==> config.mk <==
export PLATFORM = sky130hd
export DESIGN_NAME = tcw_cursor
export DESIGN_NICKNAME = d
export VERILOG_FILES = /design/src/rtl/tcw_pkg.sv /design/src/rtl/tcw_cursor.sv
export VERILOG_INCLUDE_DIRS = /design/src /design/src/rtl
export SDC_FILE = /design/constraint.sdc
export NUM_CORES = 1
export LEC_CHECK = 0
export BUFFER_PORTS_ARGS = -buffer_cell sky130_fd_sc_hd__clkbuf_2
export CORE_MARGIN = 1.5
export CORE_UTILIZATION = 55
export CTS_BUF_LIST = sky130_fd_sc_hd__clkbuf_8
export DETAILED_ROUTE_END_ITERATION = 8
export GPL_TIMING_DRIVEN = 0
export PLACE_DENSITY_LB_ADDON = 0.05
export SETUP_SLACK_MARGIN = 0.3
export SLEW_MARGIN = 20
export SYNTH_ARGS = -nofsm -noshare
export SYNTH_HDL_FRONTEND = slang
export SYNTH_SLANG_ARGS = --single-unit
==> constraint.sdc <==
create_clock -name clk -period 2.7 [get_ports clk]
set_clock_uncertainty 0.05 [all_clocks]
set_input_delay 0.405 -clock clk [delete_from_list [all_inputs] [get_ports clk]]
set_output_delay 0.405 -clock clk [all_outputs]
set_load 0.05 [all_outputs]
==> src/rtl/assert_macros.svh <==
// Assertion helpers shared by the console RTL.
// Each macro expects signals named clk and rst in the enclosing module.
`ifndef ASSERT_MACROS_SVH
`define ASSERT_MACROS_SVH

// Plain property, checked on every rising edge outside reset
`define TCW_ASSERT(label, prop, msg) \
  label: assert property (@(posedge clk) disable iff (rst) prop) \
    else $error(msg);

// Same-cycle implication
`define TCW_ASSERT_IMPL(label, ante, cons, msg) \
  label: assert property (@(posedge clk) disable iff (rst) (ante) |-> (cons)) \
    else $error(msg);

`endif

==> src/rtl/tcw_pkg.sv <==
package tcw_pkg;

  // Default grid geometry
  localparam int DEFAULT_COLUMNS = 80;
  localparam int DEFAULT_ROWS    = 25;

  // Field widths
  localparam int OPCODE_W = 2;
  localparam int CHAR_W   = 8;
  localparam int ADDR_W   = 11;
  localparam int CURSOR_W = 11;
  localparam int CELL_W   = 16;
  localparam int COLOUR_W = 8;
  localparam int CFG_IDX_W = 1;

  // Opcodes
  localparam logic [OPCODE_W-1:0] OP_PUT_CHAR  = 2'd0;
  localparam logic [OPCODE_W-1:0] OP_BACKSPACE = 2'd1;
  localparam logic [OPCODE_W-1:0] OP_PROMPT    = 2'd2;
  localparam logic [OPCODE_W-1:0] OP_READ_CELL = 2'd3;

  // Register indexes
  localparam logic [CFG_IDX_W-1:0] REG_TEXT_COLOUR   = 1'b0;
  localparam logic [CFG_IDX_W-1:0] REG_PROMPT_COLOUR = 1'b1;

  // Register reset values
  localparam logic [COLOUR_W-1:0] TEXT_COLOUR_RESET   = 8'h0D;
  localparam logic [COLOUR_W-1:0] PROMPT_COLOUR_RESET = 8'h0C;

  // Character codes
  localparam logic [CHAR_W-1:0] CH_NEWLINE = 8'h0A;
  localparam logic [CHAR_W-1:0] CH_SPACE   = 8'h20;
  localparam logic [CHAR_W-1:0] CH_COLON   = 8'h3A;

  typedef struct packed {
    logic [OPCODE_W-1:0] opcode;
    logic [CHAR_W-1:0]   character;
    logic [ADDR_W-1:0]   cell_address;
  } in_req_t;

  typedef struct packed {
    logic [CURSOR_W-1:0] cursor_position;
    logic [CELL_W-1:0]   cell_value;
    logic                screen_cleared;
  } out_req_t;

  // Cursor move commands, at most one per cycle
  typedef struct packed {
    logic advance;
    logic newline;
    logic back;
  } cur_cmd_t;

endpackage

==> src/rtl/tcw_cursor.sv <==
`include "assert_macros.svh"

module tcw_cursor #(
  parameter int COLUMNS = tcw_pkg::DEFAULT_COLUMNS,
  parameter int ROWS    = tcw_pkg::DEFAULT_ROWS
) (
  input  logic                             clk,
  input  logic                             rst,
  input  tcw_pkg::cur_cmd_t                cmd,
  output logic [$clog2(ROWS*COLUMNS)-1:0]  pos,
  output logic [$clog2(ROWS*COLUMNS)-1:0]  pos_next,
  output logic                             wrap
);

  localparam int CELLS = ROWS * COLUMNS;
  localparam int AW    = $clog2(CELLS);
  localparam int CW    = $clog2(COLUMNS);
  localparam int RW    = $clog2(ROWS);

  logic [RW-1:0] row;
  logic [RW-1:0] row_next;
  logic [CW-1:0] col;
  logic [CW-1:0] col_next;
  logic          last_col;
  logic          last_row;

  assign last_col = (col == CW'(COLUMNS - 1));
  assign last_row = (row == RW'(ROWS - 1));

  // Next cursor; linear position kept alongside row and column
  always_comb begin
    row_next = row;
    col_next = col;
    pos_next = pos;
    wrap     = 1'b0;
    if (cmd.advance) begin
      if (last_col && last_row) begin
        wrap     = 1'b1;
        row_next = '0;
        col_next = '0;
        pos_next = '0;
      end else if (last_col) begin
        row_next = row + RW'(1);
        col_next = '0;
        pos_next = pos + AW'(1);
      end else begin
        col_next = col + CW'(1);
        pos_next = pos + AW'(1);
      end
    end else if (cmd.newline) begin
      if (last_row) begin
        wrap     = 1'b1;
        row_next = '0;
        col_next = '0;
        pos_next = '0;
      end else begin
        row_next = row + RW'(1);
        col_next = '0;
        pos_next = pos + AW'(COLUMNS) - AW'(col);
      end
    end else if (cmd.back) begin
      pos_next = pos - AW'(1);
      if (col == '0) begin
        col_next = CW'(COLUMNS - 1);
        row_next = row - RW'(1);
      end else begin
        col_next = col - CW'(1);
      end
    end
  end

  always_ff @(posedge clk) begin
    if (rst) begin
      row <= '0;
      col <= '0;
      pos <= '0;
    end else begin
      row <= row_next;
      col <= col_next;
      pos <= pos_next;
    end
  end

  `TCW_ASSERT(a_pos_matches_rc, (32'(pos) == 32'(row) * 32'(COLUMNS) + 32'(col)), "linear position out of step with row and column")
  `TCW_ASSERT(a_pos_in_grid, (32'(pos) < 32'(CELLS)), "cursor beyond grid")
  `TCW_ASSERT(a_single_cmd, $onehot0(cmd), "more than one cursor command")

endmodule

==> results of run 1 <==
## per-stage QoR
step                      power (uW)  utilization  cell area, um^2
after floorplan                 1610            -             2690
after global placement          1860        0.664             2890
after detailed placement        1890        0.664             2890
after CTS                       2460        0.802             3490
after global routing            2860        0.858             3730
final                           2770        0.858             3730
## registers in the layout, indices dropped and copies added, names as in the netlist
name and count:
pos 11, col 7, row 5
## how the worst min path moves through the flow
stage | depth (start not counted) | start | to
2_1_floorplan | 2 | row[4]$_SDFFE_PP0P_ | row[4]$_SDFFE_PP0P_
5_1_grt | 3 | rst | col[6]$_SDFFE_PP0P_
3_5_place_dp | 2 | row[1]$_SDFFE_PP0P_ | row[1]$_SDFFE_PP0P_
3_3_place_gp | 2 | row[1]$_SDFFE_PP0P_ | row[1]$_SDFFE_PP0P_
6_report | 3 | rst | col[6]$_SDFFE_PP0P_
4_1_cts | 3 | rst | col[6]$_SDFFE_PP0P_
## cell families after synthesis
logic type | after synthesis
AO/OA/AOI/OAI | 109
XOR/XNOR | 13
adder cells (fa/ha/maj) | 28
buffers and inverters | 45
flip-flops | 23
multiplexers | 4
AND/OR/NAND/NOR | 103
## per-layer routing
layer / track usage / up-vias / routed length [um]
met4: 0.156 / 0 / 539
li1: - / 1384 / -
met3: 0.0404 / 70 / 882
met2: 0.558 / 267 / 4570
met1: 0.429 / 1463 / 3730
met5: 0 / - / 0
## report_power, final
group	switching (uW)	internal [uW]
combinational	1160	889
clock	138	103
sequential	81.2	397
## cells in the final DEF (no fill, tap or decap), drive strengths merged, types with 10 or more instances in the layout
master / count
inv: 26
clkbuf: 34
a211oi: 10
o21ai: 14
dfxtp: 23
buf: 64
ha: 27
nand3: 13
a21oi: 24
nand2: 23
nor2: 24
## final cells by class
cell class,count,area share
buffer,20,0.0355
inverter,25,0.0298
clock buffer,3,0.0111
tap,52,0.0174
sequential,23,0.133
clock inverter,1,0.00101
timing repair buffer,75,0.180
multi-input combinational,257,0.592
## what timing repair did
action / CTS / global route
pin swaps: 25 / 24
setup endpoints to repair: 18 / 18
gates resized for setup: 76 / 38
setup buffers: 31 / 17
cloned: 0 / 0
## worst register-to-register path: stages (launching register included)
cell                       delay [ns]
sky130_fd_sc_hd__dfxtp_4         0.37
sky130_fd_sc_hd__inv_4           0.04
sky130_fd_sc_hd__ha_4            0.21
sky130_fd_sc_hd__ha_4            0.16
sky130_fd_sc_hd__fa_2            0.37
sky130_fd_sc_hd__a211oi_2        0.29
sky130_fd_sc_hd__o21bai_2        0.13
sky130_fd_sc_hd__a211oi_2        0.32
sky130_fd_sc_hd__mux2i_2         0.35
sky130_fd_sc_hd__buf_4           0.17
sky130_fd_sc_hd__buf_6           0.08
sky130_fd_sc_hd__buf_6           0.08
sky130_fd_sc_hd__buf_6           0.08
sky130_fd_sc_hd__buf_6           0.08
sky130_fd_sc_hd__buf_6           0.08
sky130_fd_sc_hd__a21oi_2         0.04
==> flow_summary.html, run 1 <==
<table>
<tr><th>Metric</th><th>Value</th></tr>
<tr><th colspan="2">Timing</th></tr>
<tr><td>Tightest Pin Transition</td><td>~0.71 ns</td></tr>
<tr><td>Minimum setup slack in the final design</td><td>-0.568 ns</td></tr>
<tr><td>Final critical-path share of the clock period</td><td>1.21</td></tr>
<tr><td>Maximum achievable frequency</td><td>306 MHz</td></tr>
<tr><td>Worst hold-check slack</td><td>0.506 ns</td></tr>
<tr><td>Sum Neg Setup Slack</td><td>-3.24 ns</td></tr>
<tr><td>Unrepaired setup endpoints after global routing</td><td>yes</td></tr>
<tr><td>Final max-slew violation count</td><td>0</td></tr>
<tr><td>Relative max-transition margin</td><td>0.527</td></tr>
<tr><td>Total count of hold-check failures in the final report</td><td>0</td></tr>
<tr><td>Post-route minimum period</td><td>3.27 ns</td></tr>
<tr><td>Number of setup violations in the final report</td><td>9</td></tr>
<tr><th colspan="2">Clocking</th></tr>
<tr><td>Total number of clock tree sinks</td><td>23</td></tr>
<tr><td>Later-pin clock latency in the skew report</td><td>0.28 ns</td></tr>
<tr><td>Cts bufs inserted</td><td>3</td></tr>
<tr><td>CTS Root Cell</td><td>sky130_fd_sc_hd__clkbuf_8</td></tr>
<tr><td>Clock slew seen by the registers of the worst setup and hold paths</td><td>0.10 ns</td></tr>
<tr><td>Hold buffers post-CTS</td><td>0</td></tr>
<tr><td>Clk buf depth</td><td>2</td></tr>
<tr><td>TritonCTS clock tree</td><td>done</td></tr>
<tr><td>Depth of the CTS H-tree</td><td>1</td></tr>
<tr><th colspan="2">Yosys</th></tr>
<tr><td>Basic-gate share of the synthesized area counting and, or, nand and nor cells</td><td>0.223</td></tr>
<tr><td>Average footprint of a synthesized cell</td><td>7.69 um^2</td></tr>
<tr><td>Cells after Synth</td><td>between 300 and 400</td></tr>
<tr><td>Number of distinct library cells after synthesis</td><td>68</td></tr>
<tr><td>Netlist Area Pre-Place</td><td>0.00250 mm^2</td></tr>
<tr><td>Yosys top cell by area</td><td>sky130_fd_sc_hd__dfxtp_1</td></tr>
<tr><td>Primary flip-flop cell chosen by synthesis mapping</td><td>sky130_fd_sc_hd__dfxtp_1</td></tr>
<tr><td>Synth Area in XOR/XNOR</td><td>0.0456</td></tr>
<tr><td>Post-synthesis adder-cell area fraction</td><td>0.143</td></tr>
<tr><td>Most numerous cell in the Yosys netlist</td><td>sky130_fd_sc_hd__ha_1</td></tr>
<tr><td>Main area contributors after synthesis</td><td>sky130_fd_sc_hd__dfxtp_1, sky130_fd_sc_hd__ha_1, sky130_fd_sc_hd__a21oi_1</td></tr>
<tr><td>Largest family of logic cells by synthesized area</td><td>compound AO/OA/AOI/OAI gates</td></tr>
<tr><td>Proportion of synthesized flip-flops having asynchronous set or reset</td><td>0</td></tr>
<tr><td>Number of enable-type register cells in the synthesized netlist</td><td>0</td></tr>
<tr><td>Post-Syn Nets</td><td>358</td></tr>
<tr><td>Flop and latch count out of synthesis</td><td>23</td></tr>
<tr><td>Fraction of the mapped netlist area in compound gates</td><td>0.312</td></tr>
<tr><td>Share of the synthesized area in the top cell type</td><td>0.184</td></tr>
<tr><td>Count of warnings emitted by yosys</td><td>0</td></tr>
<tr><td>Portion of netlist area occupied by mux cells</td><td>0.0160</td></tr>
<tr><td>Post-synth top cells</td><td>sky130_fd_sc_hd__ha_1, sky130_fd_sc_hd__inv_1, sky130_fd_sc_hd__a21oi_1, sky130_fd_sc_hd__nor2_1</td></tr>
<tr><td>Proportion of synthesized chip area in sequential cells</td><td>0.184</td></tr>
<tr><th colspan="2">Cells and area</th></tr>
<tr><td>Count of non-filler cells in the finished layout</td><td>456</td></tr>
<tr><td>Number of antenna repair diodes</td><td>0</td></tr>
<tr><td>Count of filler cells inserted in the layout</td><td>224</td></tr>
<tr><td>Fraction of layout cells with a size suffix above 1</td><td>0.408</td></tr>
<tr><td>Multi-input combinational cell area</td><td>0.00221 mm^2</td></tr>
<tr><td>Sequential cell area</td><td>498 um^2</td></tr>
<tr><td>Final net count</td><td>438</td></tr>
<tr><td>Area delta synth-&gt;final</td><td>49.5%</td></tr>
<tr><th colspan="2">Worst setup path</th></tr>
<tr><td>Standard cell with the maximum stage delay on the critical path</td><td>sky130_fd_sc_hd__dfxtp_4</td></tr>
<tr><td>Depth of the worst register-to-register path</td><td>15</td></tr>
<tr><td>Launching element type of the critical path</td><td>flip-flop</td></tr>
<tr><td>Largest fanout of any net on the critical path</td><td>2</td></tr>
<tr><td>Worst Setup End Kind</td><td>primary output</td></tr>
<tr><td>Setup slack on the worst flop-to-flop path</td><td>-0.36 ns</td></tr>
<tr><td>Arrival @ worst endpoint</td><td>2.81 ns</td></tr>
<tr><td>Endpoint required time on the critical path</td><td>2.25 ns</td></tr>
<tr><td>Cell class contributing the biggest share of worst-path delay</td><td>adder cells</td></tr>
<tr><td>Launching element of the worst setup path</td><td>col[1]$_SDFFE_PP0P_</td></tr>
<tr><td>Path length in cells of the critical path</td><td>10</td></tr>
<tr><td>Critical R2R Capture</td><td>pos[9]$_SDFF_PP0_</td></tr>
<tr><td>Endpoint of the most critical setup path</td><td>pos_next[9]</td></tr>
<tr><td>Startpoint of the worst register-to-register path</td><td>col[1]$_SDFFE_PP0P_</td></tr>
<tr><td>Critical-path cell list</td><td>inv_4 -&gt; ha_4 -&gt; ha_4 -&gt; fa_2 -&gt; a211oi_2 -&gt; o21bai_2 -&gt; a211oi_2 -&gt; mux2i_2 -&gt; nand2_2 -&gt; buf_8</td></tr>
<tr><td>Crit path buf inv count</td><td>2</td></tr>
<tr><td>CP Class</td><td>reg -&gt; out</td></tr>
<tr><td>Max incr delay on CP</td><td>around 0.37 ns</td></tr>
<tr><th colspan="2">Route</th></tr>
<tr><td>Detailed Route Iter0 Violations</td><td>508</td></tr>
<tr><td>Drt total wl</td><td>9.72 mm</td></tr>
<tr><td>Via count normalized by instance count</td><td>6.98</td></tr>
<tr><td>Total DRC errors in the routed layout</td><td>0</td></tr>
<tr><td>Remaining antenna violation count</td><td>0</td></tr>
<tr><td>Average wire per cell in the routed design</td><td>21.3 um</td></tr>
<tr><td>Number of vias in the routed layout</td><td>3184</td></tr>
<tr><td>1st-pass router iterations</td><td>7</td></tr>
<tr><th colspan="2">Placement</th></tr>
<tr><td>Placed cells</td><td>~400</td></tr>
<tr><td>Quantity of I/O buffers inserted on ports</td><td>27</td></tr>
<tr><td>Post-detail-place hpwl</td><td>about 5.2 mm</td></tr>
<tr><td>DP Worst Slack</td><td>-0.381 ns</td></tr>
<tr><td>Placer congestion estimate</td><td>0.880</td></tr>
<tr><th colspan="2">Run status</th></tr>
<tr><td>Violated checks</td><td>negative setup slack</td></tr>
<tr><td>Status</td><td>complete, but fails checks</td></tr>
<tr><th colspan="2">Floorplanning</th></tr>
<tr><td>Width of the chip</td><td>approximately 70 um</td></tr>
<tr><td>Die outline height</td><td>70.4 um</td></tr>
<tr><td>Area of the die</td><td>between 0.004 and 0.005 mm^2</td></tr>
<tr><td>Effective utilization at floorplan</td><td>0.574</td></tr>
<tr><td>Placeable core region</td><td>0.00435 mm^2</td></tr>
<tr><td>Core Rows</td><td>24</td></tr>
<tr><td>Num ports</td><td>28</td></tr>
<tr><th colspan="2">Global route</th></tr>
<tr><td>Antenna violations before repair</td><td>0</td></tr>
<tr><td>Global-route wire length before repair</td><td>13.3 mm</td></tr>
<tr><td>Number of global-route vias before repair</td><td>2796</td></tr>
<tr><td>Aggregate global routing overflow</td><td>0</td></tr>
<tr><td>Largest net degree at the start of global routing</td><td>13</td></tr>
<tr><td>Total GRT Usage</td><td>0.336</td></tr>
<tr><th colspan="2">Power and ir drop</th></tr>
<tr><td>Power density of the placed cells</td><td>740 mW/mm^2</td></tr>
<tr><td>Static leakage</td><td>0.00157 uW</td></tr>
<tr><td>Max VDD drop</td><td>602 uV</td></tr>
<tr><th colspan="2">Flow run</th></tr>
<tr><td>Number of max-capacitance violations reported</td><td>0</td></tr>
<tr><th colspan="2">Hold path</th></tr>
<tr><td>Hold/Removal Path Class</td><td>in -&gt; reg</td></tr>
</table>
Power figures use the tool's default switching activity.
==> inputs of run 2 (changes only) <==
--- a/config.mk
+++ b/config.mk
@@ -8,7 +8,7 @@
 export LEC_CHECK = 0
 export BUFFER_PORTS_ARGS = -buffer_cell sky130_fd_sc_hd__clkbuf_2
 export CORE_MARGIN = 1.5
-export CORE_UTILIZATION = 55
+export CORE_UTILIZATION = 42
 export CTS_BUF_LIST = sky130_fd_sc_hd__clkbuf_8
 export DETAILED_ROUTE_END_ITERATION = 8
 export GPL_TIMING_DRIVEN = 0
==> flow_summary.html, run 2 (same netlist as run 1, synthesis figures left out) <==
<table>
<tr><th>Metric</th><th>Value</th></tr>
<tr><th colspan="2">Run status</th></tr>
<tr><td>Status</td><td>complete, but fails checks</td></tr>
<tr><td>Violated checks</td><td>negative setup slack</td></tr>
<tr><th colspan="2">Timing</th></tr>
<tr><td>Minimum setup slack in the final design</td><td>-0.442 ns</td></tr>
<tr><td>Total count of hold-check failures in the final report</td><td>0</td></tr>
<tr><td>Number of setup violations in the final report</td><td>7</td></tr>
<tr><td>Tightest Pin Transition</td><td>between 0.6 and 0.7 ns</td></tr>
<tr><td>Sum Neg Setup Slack</td><td>-1.99 ns</td></tr>
<tr><td>Post-route minimum period</td><td>3.14 ns</td></tr>
<tr><td>Unrepaired setup endpoints after global routing</td><td>yes</td></tr>
<tr><td>Final critical-path share of the clock period</td><td>1.16</td></tr>
<tr><td>Maximum achievable frequency</td><td>318 MHz</td></tr>
<tr><td>Final max-slew violation count</td><td>0</td></tr>
<tr><td>Relative max-transition margin</td><td>0.586</td></tr>
<tr><th colspan="2">Clocking</th></tr>
<tr><td>CTS Root Cell</td><td>sky130_fd_sc_hd__clkbuf_8</td></tr>
<tr><td>Later-pin clock latency in the skew report</td><td>approximately 0.28 ns</td></tr>
<tr><td>TritonCTS clock tree</td><td>done</td></tr>
<tr><td>Depth of the CTS H-tree</td><td>1</td></tr>
<tr><td>Clk buf depth</td><td>2</td></tr>
<tr><td>Total number of clock tree sinks</td><td>23</td></tr>
<tr><td>Cts bufs inserted</td><td>3</td></tr>
<tr><td>Clock slew seen by the registers of the worst setup and hold paths</td><td>0.11 ns</td></tr>
<tr><th colspan="2">Worst setup path</th></tr>
<tr><td>CP dominant cell by count</td><td>sky130_fd_sc_hd__ha_4</td></tr>
<tr><td>Worst Setup End Kind</td><td>primary output</td></tr>
<tr><td>Standard cell with the maximum stage delay on the critical path</td><td>sky130_fd_sc_hd__or3_4</td></tr>
<tr><td>Largest fanout of any net on the critical path</td><td>4</td></tr>
<tr><td>Cell class contributing the biggest share of worst-path delay</td><td>compound AO/OA/AOI/OAI gates</td></tr>
<tr><td>Endpoint required time on the critical path</td><td>2.25 ns</td></tr>
<tr><td>Crit path buf inv count</td><td>4</td></tr>
<tr><td>Max incr delay on CP</td><td>roughly 0.41 ns</td></tr>
<tr><td>Launching element type of the critical path</td><td>flip-flop</td></tr>
<tr><td>CP Class</td><td>reg -&gt; out</td></tr>
<tr><td>Critical-path cell list</td><td>buf_8 -&gt; inv_4 -&gt; ha_4 -&gt; inv_2 -&gt; ha_4 -&gt; a21o_1 -&gt; a21oi_4 -&gt; a2111oi_4 -&gt; or3_4 -&gt; o211ai_1 -&gt; clkbuf_8</td></tr>
<tr><td>Arrival @ worst endpoint</td><td>around 2.7 ns</td></tr>
<tr><th colspan="2">Floorplanning</th></tr>
<tr><td>Placeable core region</td><td>0.00561 mm^2</td></tr>
<tr><td>Die outline height</td><td>approximately 80 um</td></tr>
<tr><td>Width of the chip</td><td>80.1 um</td></tr>
<tr><td>Effective utilization at floorplan</td><td>0.446</td></tr>
<tr><td>Area of the die</td><td>0.00642 mm^2</td></tr>
<tr><td>Core Rows</td><td>27</td></tr>
<tr><td>Num ports</td><td>28</td></tr>
<tr><th colspan="2">Route</th></tr>
<tr><td>Drt total wl</td><td>8.12 mm</td></tr>
<tr><td>Detailed Route Iter0 Violations</td><td>95</td></tr>
<tr><td>1st-pass router iterations</td><td>4</td></tr>
<tr><td>Via count normalized by instance count</td><td>5.82</td></tr>
<tr><td>Total DRC errors in the routed layout</td><td>0</td></tr>
<tr><td>Average wire per cell in the routed design</td><td>between 15 and 20 um</td></tr>
<tr><td>Number of vias in the routed layout</td><td>2694</td></tr>
<tr><td>Remaining antenna violation count</td><td>0</td></tr>
<tr><th colspan="2">Cells and area</th></tr>
<tr><td>Leading registers by flop count</td><td>pos: 11 flops, col: 7 flops, row: 5 flops</td></tr>
<tr><td>Number of antenna repair diodes</td><td>0</td></tr>
<tr><td>Final net count</td><td>425</td></tr>
<tr><td>Area delta synth-&gt;final</td><td>43.9%</td></tr>
<tr><td>Fraction of layout cells with a size suffix above 1</td><td>0.384</td></tr>
<tr><td>Commonest cells after routing, fill and taps aside</td><td>sky130_fd_sc_hd__buf_4, sky130_fd_sc_hd__nor2_1, sky130_fd_sc_hd__a21oi_1</td></tr>
<tr><td>Register with the highest flop count</td><td>pos</td></tr>
<tr><td>Number of flip-flops in the largest register</td><td>11</td></tr>
<tr><td>Commonest non-fill, non-tap cell in the layout</td><td>sky130_fd_sc_hd__buf_4</td></tr>
<tr><th colspan="2">Global route</th></tr>
<tr><td>Largest net degree at the start of global routing</td><td>14</td></tr>
<tr><td>Global-route wire length before repair</td><td>13.1 mm</td></tr>
<tr><td>Number of global-route vias before repair</td><td>2566</td></tr>
<tr><td>Aggregate global routing overflow</td><td>0</td></tr>
<tr><td>Antenna violations before repair</td><td>0</td></tr>
<tr><td>Total GRT Usage</td><td>0.262</td></tr>
<tr><th colspan="2">Power and ir drop</th></tr>
<tr><td>Static leakage</td><td>0.00147 uW</td></tr>
<tr><td>Post-layout power</td><td>2660 uW</td></tr>
<tr><td>Power density of the placed cells</td><td>around 740 mW/mm^2</td></tr>
<tr><td>Max VDD drop</td><td>571 uV</td></tr>
<tr><th colspan="2">Placement</th></tr>
<tr><td>Quantity of I/O buffers inserted on ports</td><td>27</td></tr>
<tr><td>Post-detail-place hpwl</td><td>about 5.4 mm</td></tr>
<tr><td>Placer congestion estimate</td><td>0.884</td></tr>
<tr><th colspan="2">Hold path</th></tr>
<tr><td>Hold/Removal Path Class</td><td>in -&gt; reg</td></tr>
<tr><th colspan="2">Flow run</th></tr>
<tr><td>Number of max-capacitance violations reported</td><td>0</td></tr>
</table>
==> run 2: cell count changes in the layout (fill, tap and decap cells not counted), sizes merged <==
cell    change
clkinv      +1
buf        -19
inv         -1
clkbuf      +6
==> run 2: layer usage <==
layer	up-vias	part of all wire	routed length, um	global-route usage
li1	1349	-	-	-
met5	-	0	0	0
met1	1285	0.46	3730	0.337
met2	54	0.50	4050	0.467
met3	6	0.035	284	0.0420
met4	0	0.0063	51	0.0379
==> run 2: final timing paths <==
kind	startpoint	endpoint	slack [ns]	cells past startpoint
worst max-delay path	pos[4]$_SDFF_PP0_	pos_next[10]	-0.44	11
worst min-delay path	rst	col[6]$_SDFFE_PP0P_	0.49	3
worst max register to register	pos[0]$_SDFF_PP0_	pos[5]$_SDFF_PP0_	0.16	15
worst min register to register	row[1]$_SDFFE_PP0P_	row[1]$_SDFFE_PP0P_	0.50	2
==> run 2: final cells by class <==
type / instances / area, um^2
Clock inverter: 1 / 5.00
Multi-Input combinational cell: 257 / 2180
Timing Repair Buffer: 62 / 543
Sequential cell: 23 / 493
Clock buffer: 3 / 41.3
Buffer: 20 / 134
Fill cell: 518 / 2010
Tap cell: 72 / 90.1
Inverter: 25 / 111
==> run 2: per-stage QoR <==
step	hold WS, ns	util	setup slack (ns)	std cells	instance area [um^2]
3_5_place_dp	0.507	0.520	-0.415	424	2910
4_1_cts	0.490	0.612	-0.449	451	3430
2_1_floorplan	0.463	-	-0.530	325	2690
3_3_place_gp	0.498	0.520	-0.411	424	2910
6_report	0.488	0.641	-0.442	463	3590
5_1_grt	0.527	0.641	-0.486	463	3590
==> run 2: worst register-to-register path, cell delays in order (launching register included) <==
cell	delay (ns)
sky130_fd_sc_hd__dfxtp_4	0.36
sky130_fd_sc_hd__inv_1	0.08
sky130_fd_sc_hd__ha_1	0.15
sky130_fd_sc_hd__inv_1	0.06
sky130_fd_sc_hd__ha_4	0.16
sky130_fd_sc_hd__fa_2	0.39
sky130_fd_sc_hd__buf_6	0.14
sky130_fd_sc_hd__buf_6	0.10
sky130_fd_sc_hd__buf_6	0.10
sky130_fd_sc_hd__a21o_1	0.16
sky130_fd_sc_hd__a211oi_2	0.19
sky130_fd_sc_hd__nor2_1	0.07
sky130_fd_sc_hd__o21ai_2	0.10
sky130_fd_sc_hd__buf_4	0.15
sky130_fd_sc_hd__buf_4	0.09
sky130_fd_sc_hd__a31oi_1	0.06
==> run 2: power by group <==
part | internal, uW | switching [uW] | total, uW | leakage (uW)
sequential | 398 | 75.8 | 474 | 0.000196
clock | 104 | 145 | 249 | 0.0000255
combinational | 872 | 1060 | 1930 | 0.00125
total | 1370 | 1280 | 2660 | 0.00147
==> run 2: repair_timing <==
item | in CTS | in global routing
pin swaps | 21 | 21
endpoints found under the setup margin | 17 | 20
setup buffers | 23 | 12
hold buffers | 0 | 0
gates resized for setup | 66 | 28
==> inputs of run 3 (changes only) <==
--- a/config.mk
+++ b/config.mk
@@ -6,11 +6,11 @@
 export SDC_FILE = /design/constraint.sdc
 export NUM_CORES = 1
 export LEC_CHECK = 0
-export BUFFER_PORTS_ARGS = -buffer_cell sky130_fd_sc_hd__clkbuf_2
 export CORE_MARGIN = 1.5
 export CORE_UTILIZATION = 42
 export CTS_BUF_LIST = sky130_fd_sc_hd__clkbuf_8
 export DETAILED_ROUTE_END_ITERATION = 8
+export DONT_BUFFER_PORTS = 1
 export GPL_TIMING_DRIVEN = 0
 export PLACE_DENSITY_LB_ADDON = 0.05
 export SETUP_SLACK_MARGIN = 0.3
==> flow_summary.html, run 3 (same netlist as run 1, synthesis figures left out) <==
<table>
<tr><th>Metric</th><th>Value</th></tr>
<tr><th colspan="2">Run status</th></tr>
<tr><td>Status</td><td>complete, but fails checks</td></tr>
<tr><td>Violated checks</td><td>negative setup slack</td></tr>
<tr><th colspan="2">Clocking</th></tr>
<tr><td>Total number of clock tree sinks</td><td>23</td></tr>
<tr><td>Cts bufs inserted</td><td>3</td></tr>
<tr><td>Depth of the CTS H-tree</td><td>1</td></tr>
<tr><td>Later-pin clock latency in the skew report</td><td>0.28 ns</td></tr>
<tr><td>Clk buf depth</td><td>2</td></tr>
<tr><td>TritonCTS clock tree</td><td>done</td></tr>
<tr><td>Clock slew seen by the registers of the worst setup and hold paths</td><td>0.10 ns</td></tr>
<tr><td>CTS Root Cell</td><td>sky130_fd_sc_hd__clkbuf_8</td></tr>
<tr><th colspan="2">Worst setup path</th></tr>
<tr><td>Max incr delay on CP</td><td>0.84 ns</td></tr>
<tr><td>Largest fanout of any net on the critical path</td><td>4</td></tr>
<tr><td>Worst Setup End Kind</td><td>primary output</td></tr>
<tr><td>Critical-path cell list</td><td>buf_8 -&gt; inv_4 -&gt; ha_4 -&gt; inv_2 -&gt; ha_4 -&gt; a21o_1 -&gt; a21oi_4 -&gt; a2111oi_4 -&gt; or3_1 -&gt; o211ai_1</td></tr>
<tr><td>Crit path buf inv count</td><td>3</td></tr>
<tr><td>Arrival @ worst endpoint</td><td>3.11 ns</td></tr>
<tr><td>Launching element type of the critical path</td><td>flip-flop</td></tr>
<tr><td>Cell class contributing the biggest share of worst-path delay</td><td>compound AO/OA/AOI/OAI gates</td></tr>
<tr><td>Setup slack on the worst flop-to-flop path</td><td>0.11 ns</td></tr>
<tr><td>CP Class</td><td>reg -&gt; out</td></tr>
<tr><td>CP dominant cell by count</td><td>sky130_fd_sc_hd__ha_4</td></tr>
<tr><td>Standard cell with the maximum stage delay on the critical path</td><td>sky130_fd_sc_hd__o211ai_1</td></tr>
<tr><td>Endpoint required time on the critical path</td><td>2.25 ns</td></tr>
<tr><th colspan="2">Hold path</th></tr>
<tr><td>Hold/Removal Path Class</td><td>in -&gt; reg</td></tr>
<tr><th colspan="2">Floorplanning</th></tr>
<tr><td>Effective utilization at floorplan</td><td>0.446</td></tr>
<tr><td>Core Rows</td><td>27</td></tr>
<tr><td>Width of the chip</td><td>between 80 and 90 um</td></tr>
<tr><td>Area of the die</td><td>0.00642 mm^2</td></tr>
<tr><td>Die outline height</td><td>80.1 um</td></tr>
<tr><td>Placeable core region</td><td>0.00561 mm^2</td></tr>
<tr><td>Num ports</td><td>28</td></tr>
<tr><th colspan="2">Placement</th></tr>
<tr><td>Post-detail-place hpwl</td><td>around 5.4 mm</td></tr>
<tr><td>DP Worst Slack</td><td>-0.769 ns</td></tr>
<tr><td>Cell Area, Placed</td><td>~0.0028 mm^2</td></tr>
<tr><td>Quantity of I/O buffers inserted on ports</td><td>0</td></tr>
<tr><td>Placer congestion estimate</td><td>0.898</td></tr>
<tr><th colspan="2">Route</th></tr>
<tr><td>Remaining antenna violation count</td><td>0</td></tr>
<tr><td>Total DRC errors in the routed layout</td><td>0</td></tr>
<tr><td>Via count normalized by instance count</td><td>6.06</td></tr>
<tr><td>Detailed Route Iter0 Violations</td><td>140</td></tr>
<tr><td>Drt total wl</td><td>8.11 mm</td></tr>
<tr><td>Average wire per cell in the routed design</td><td>18.7 um</td></tr>
<tr><td>Number of vias in the routed layout</td><td>between 2000 and 3000</td></tr>
<tr><td>1st-pass router iterations</td><td>4</td></tr>
<tr><th colspan="2">Power and ir drop</th></tr>
<tr><td>Power density of the placed cells</td><td>707 mW/mm^2</td></tr>
<tr><td>Cell internal pwr</td><td>1160 uW</td></tr>
<tr><td>Static leakage</td><td>0.00131 uW</td></tr>
<tr><td>Max VDD drop</td><td>~550 uV</td></tr>
<tr><td>Sequential Power Share</td><td>0.253</td></tr>
<tr><td>Share of total power consumed by net switching</td><td>0.519</td></tr>
<tr><td>Switching Power</td><td>1250 uW</td></tr>
<tr><td>Share of power burned in combinational logic</td><td>0.649</td></tr>
<tr><td>Portion of total power attributed to the clock network</td><td>0.098</td></tr>
<tr><th colspan="2">Cells and area</th></tr>
<tr><td>Fraction of layout cells with a size suffix above 1</td><td>0.349</td></tr>
<tr><td>Number of antenna repair diodes</td><td>0</td></tr>
<tr><td>Final net count</td><td>395</td></tr>
<tr><td>Count of filler cells inserted in the layout</td><td>539</td></tr>
<tr><td>Number of flip-flops in the largest register</td><td>11</td></tr>
<tr><td>Leading registers by flop count</td><td>pos: 11 flops, col: 7 flops, row: 5 flops</td></tr>
<tr><td>Area delta synth-&gt;final</td><td>36.8%</td></tr>
<tr><td>Register with the highest flop count</td><td>pos</td></tr>
<tr><td>Area of all placed cells without fillers</td><td>0.00342 mm^2</td></tr>
<tr><td>Commonest cells after routing, fill and taps aside</td><td>sky130_fd_sc_hd__nor2_1, sky130_fd_sc_hd__buf_4, sky130_fd_sc_hd__nand2_1, sky130_fd_sc_hd__a21oi_1, sky130_fd_sc_hd__inv_1</td></tr>
<tr><th colspan="2">Timing</th></tr>
<tr><td>Relative max-transition margin</td><td>0.300</td></tr>
<tr><td>Final max-slew violation count</td><td>0</td></tr>
<tr><td>Post-route minimum period</td><td>between 3 and 4 ns</td></tr>
<tr><td>Number of setup violations in the final report</td><td>7</td></tr>
<tr><td>Unrepaired setup endpoints after global routing</td><td>yes</td></tr>
<tr><td>Maximum achievable frequency</td><td>between 200 and 300 MHz</td></tr>
<tr><td>Final critical-path share of the clock period</td><td>1.32</td></tr>
<tr><td>Tightest Pin Transition</td><td>1.05 ns</td></tr>
<tr><td>Total count of hold-check failures in the final report</td><td>0</td></tr>
<tr><td>Minimum setup slack in the final design</td><td>-0.868 ns</td></tr>
<tr><th colspan="2">Global route</th></tr>
<tr><td>Number of global-route vias before repair</td><td>2488</td></tr>
<tr><td>Met3 layer usage reported by global route</td><td>0.0273</td></tr>
<tr><td>Total GRT Usage</td><td>0.260</td></tr>
<tr><td>Met1 Usage GRT</td><td>0.345</td></tr>
<tr><td>Global-route wire length before repair</td><td>12.9 mm</td></tr>
<tr><td>Aggregate global routing overflow</td><td>0</td></tr>
<tr><td>Antenna violations before repair</td><td>0</td></tr>
<tr><td>Largest net degree at the start of global routing</td><td>13</td></tr>
<tr><td>Busiest layer in global routing</td><td>met2</td></tr>
<tr><td>Met2 track demand over resource</td><td>0.455</td></tr>
<tr><th colspan="2">Flow run</th></tr>
<tr><td>Number of max-capacitance violations reported</td><td>0</td></tr>
</table>
==> run 3: stage by stage <==
stage / std cells / hold slack (ns) / util / total power, uW / TNS (ns)
final: 433 / 0.395 / 0.609 / 2420 / -3.00
after global routing: 433 / 0.412 / 0.609 / 2560 / -3.66
after CTS: 429 / 0.378 / 0.597 / 2360 / -3.25
after detailed placement: 397 / 0.503 / 0.496 / 1810 / -1.98
after global placement: 397 / 0.500 / 0.496 / 1800 / -1.94
after floorplan: 325 / 0.463 / - / 1610 / -0.590
==> run 3: worst register-to-register path: stages (launching register included) <==
cell	delay, ns
sky130_fd_sc_hd__dfxtp_4	0.47
sky130_fd_sc_hd__buf_8	0.14
sky130_fd_sc_hd__inv_4	0.04
sky130_fd_sc_hd__ha_4	0.25
sky130_fd_sc_hd__inv_2	0.04
sky130_fd_sc_hd__ha_4	0.20
sky130_fd_sc_hd__buf_4	0.13
sky130_fd_sc_hd__buf_4	0.13
sky130_fd_sc_hd__buf_6	0.11
sky130_fd_sc_hd__o21ai_2	0.16
sky130_fd_sc_hd__o21bai_2	0.12
sky130_fd_sc_hd__a211oi_2	0.25
sky130_fd_sc_hd__mux2i_1	0.29
sky130_fd_sc_hd__a21oi_1	0.09
==> run 3: power groups by stage <==
stage | Combinational [uW] | Sequential [uW] | Clock [uW]
floorplan | 1020 | 587 | 0
global placement | 1180 | 613 | 0
detailed placement | 1200 | 614 | 0
CTS | 1510 | 607 | 239
global route | 1690 | 619 | 253
finish | 1570 | 612 | 236
==> run 3: metal layers <==
layer | share of wire | vias to the layer above
li1 | - | 1296
met1 | 0.46 | 1269
met2 | 0.50 | 53
met3 | 0.039 | 7
met4 | 0.0099 | 0
met5 | 0 | -
==> run 3: area by class of cell <==
type,count,area [um^2],area share
flip-flops and latches,23,512,0.150
repair buffers,32,255,0.0747
multi-input cells,257,2270,0.664
inverters,25,111,0.0326
well taps,72,90.1,0.0264
clock buffers,3,41.3,0.0121
clock inverters,1,3.75,0.00110
plain buffers,20,135,0.0395
==> run 3: path summary, 6_finish.rpt <==
| path | startpoint | end | cells past startpoint |
|---|---|---|---|
| max | pos[4]$_SDFF_PP0_ | pos_next[10] | 10 |
| max reg2reg | pos[4]$_SDFF_PP0_ | pos[9]$_SDFF_PP0_ | 13 |
| min | rst | col[6]$_SDFFE_PP0P_ | 2 |
| min reg2reg | row[4]$_SDFFE_PP0P_ | row[4]$_SDFFE_PP0P_ | 2 |
==> run 3: what timing repair did <==
item                       4_1_cts  5_1_grt
setup buffers                   28        4
gates resized for setup         75       14
hold buffers                     0        0
pin swaps                       28       11
setup endpoints to repair       21       20
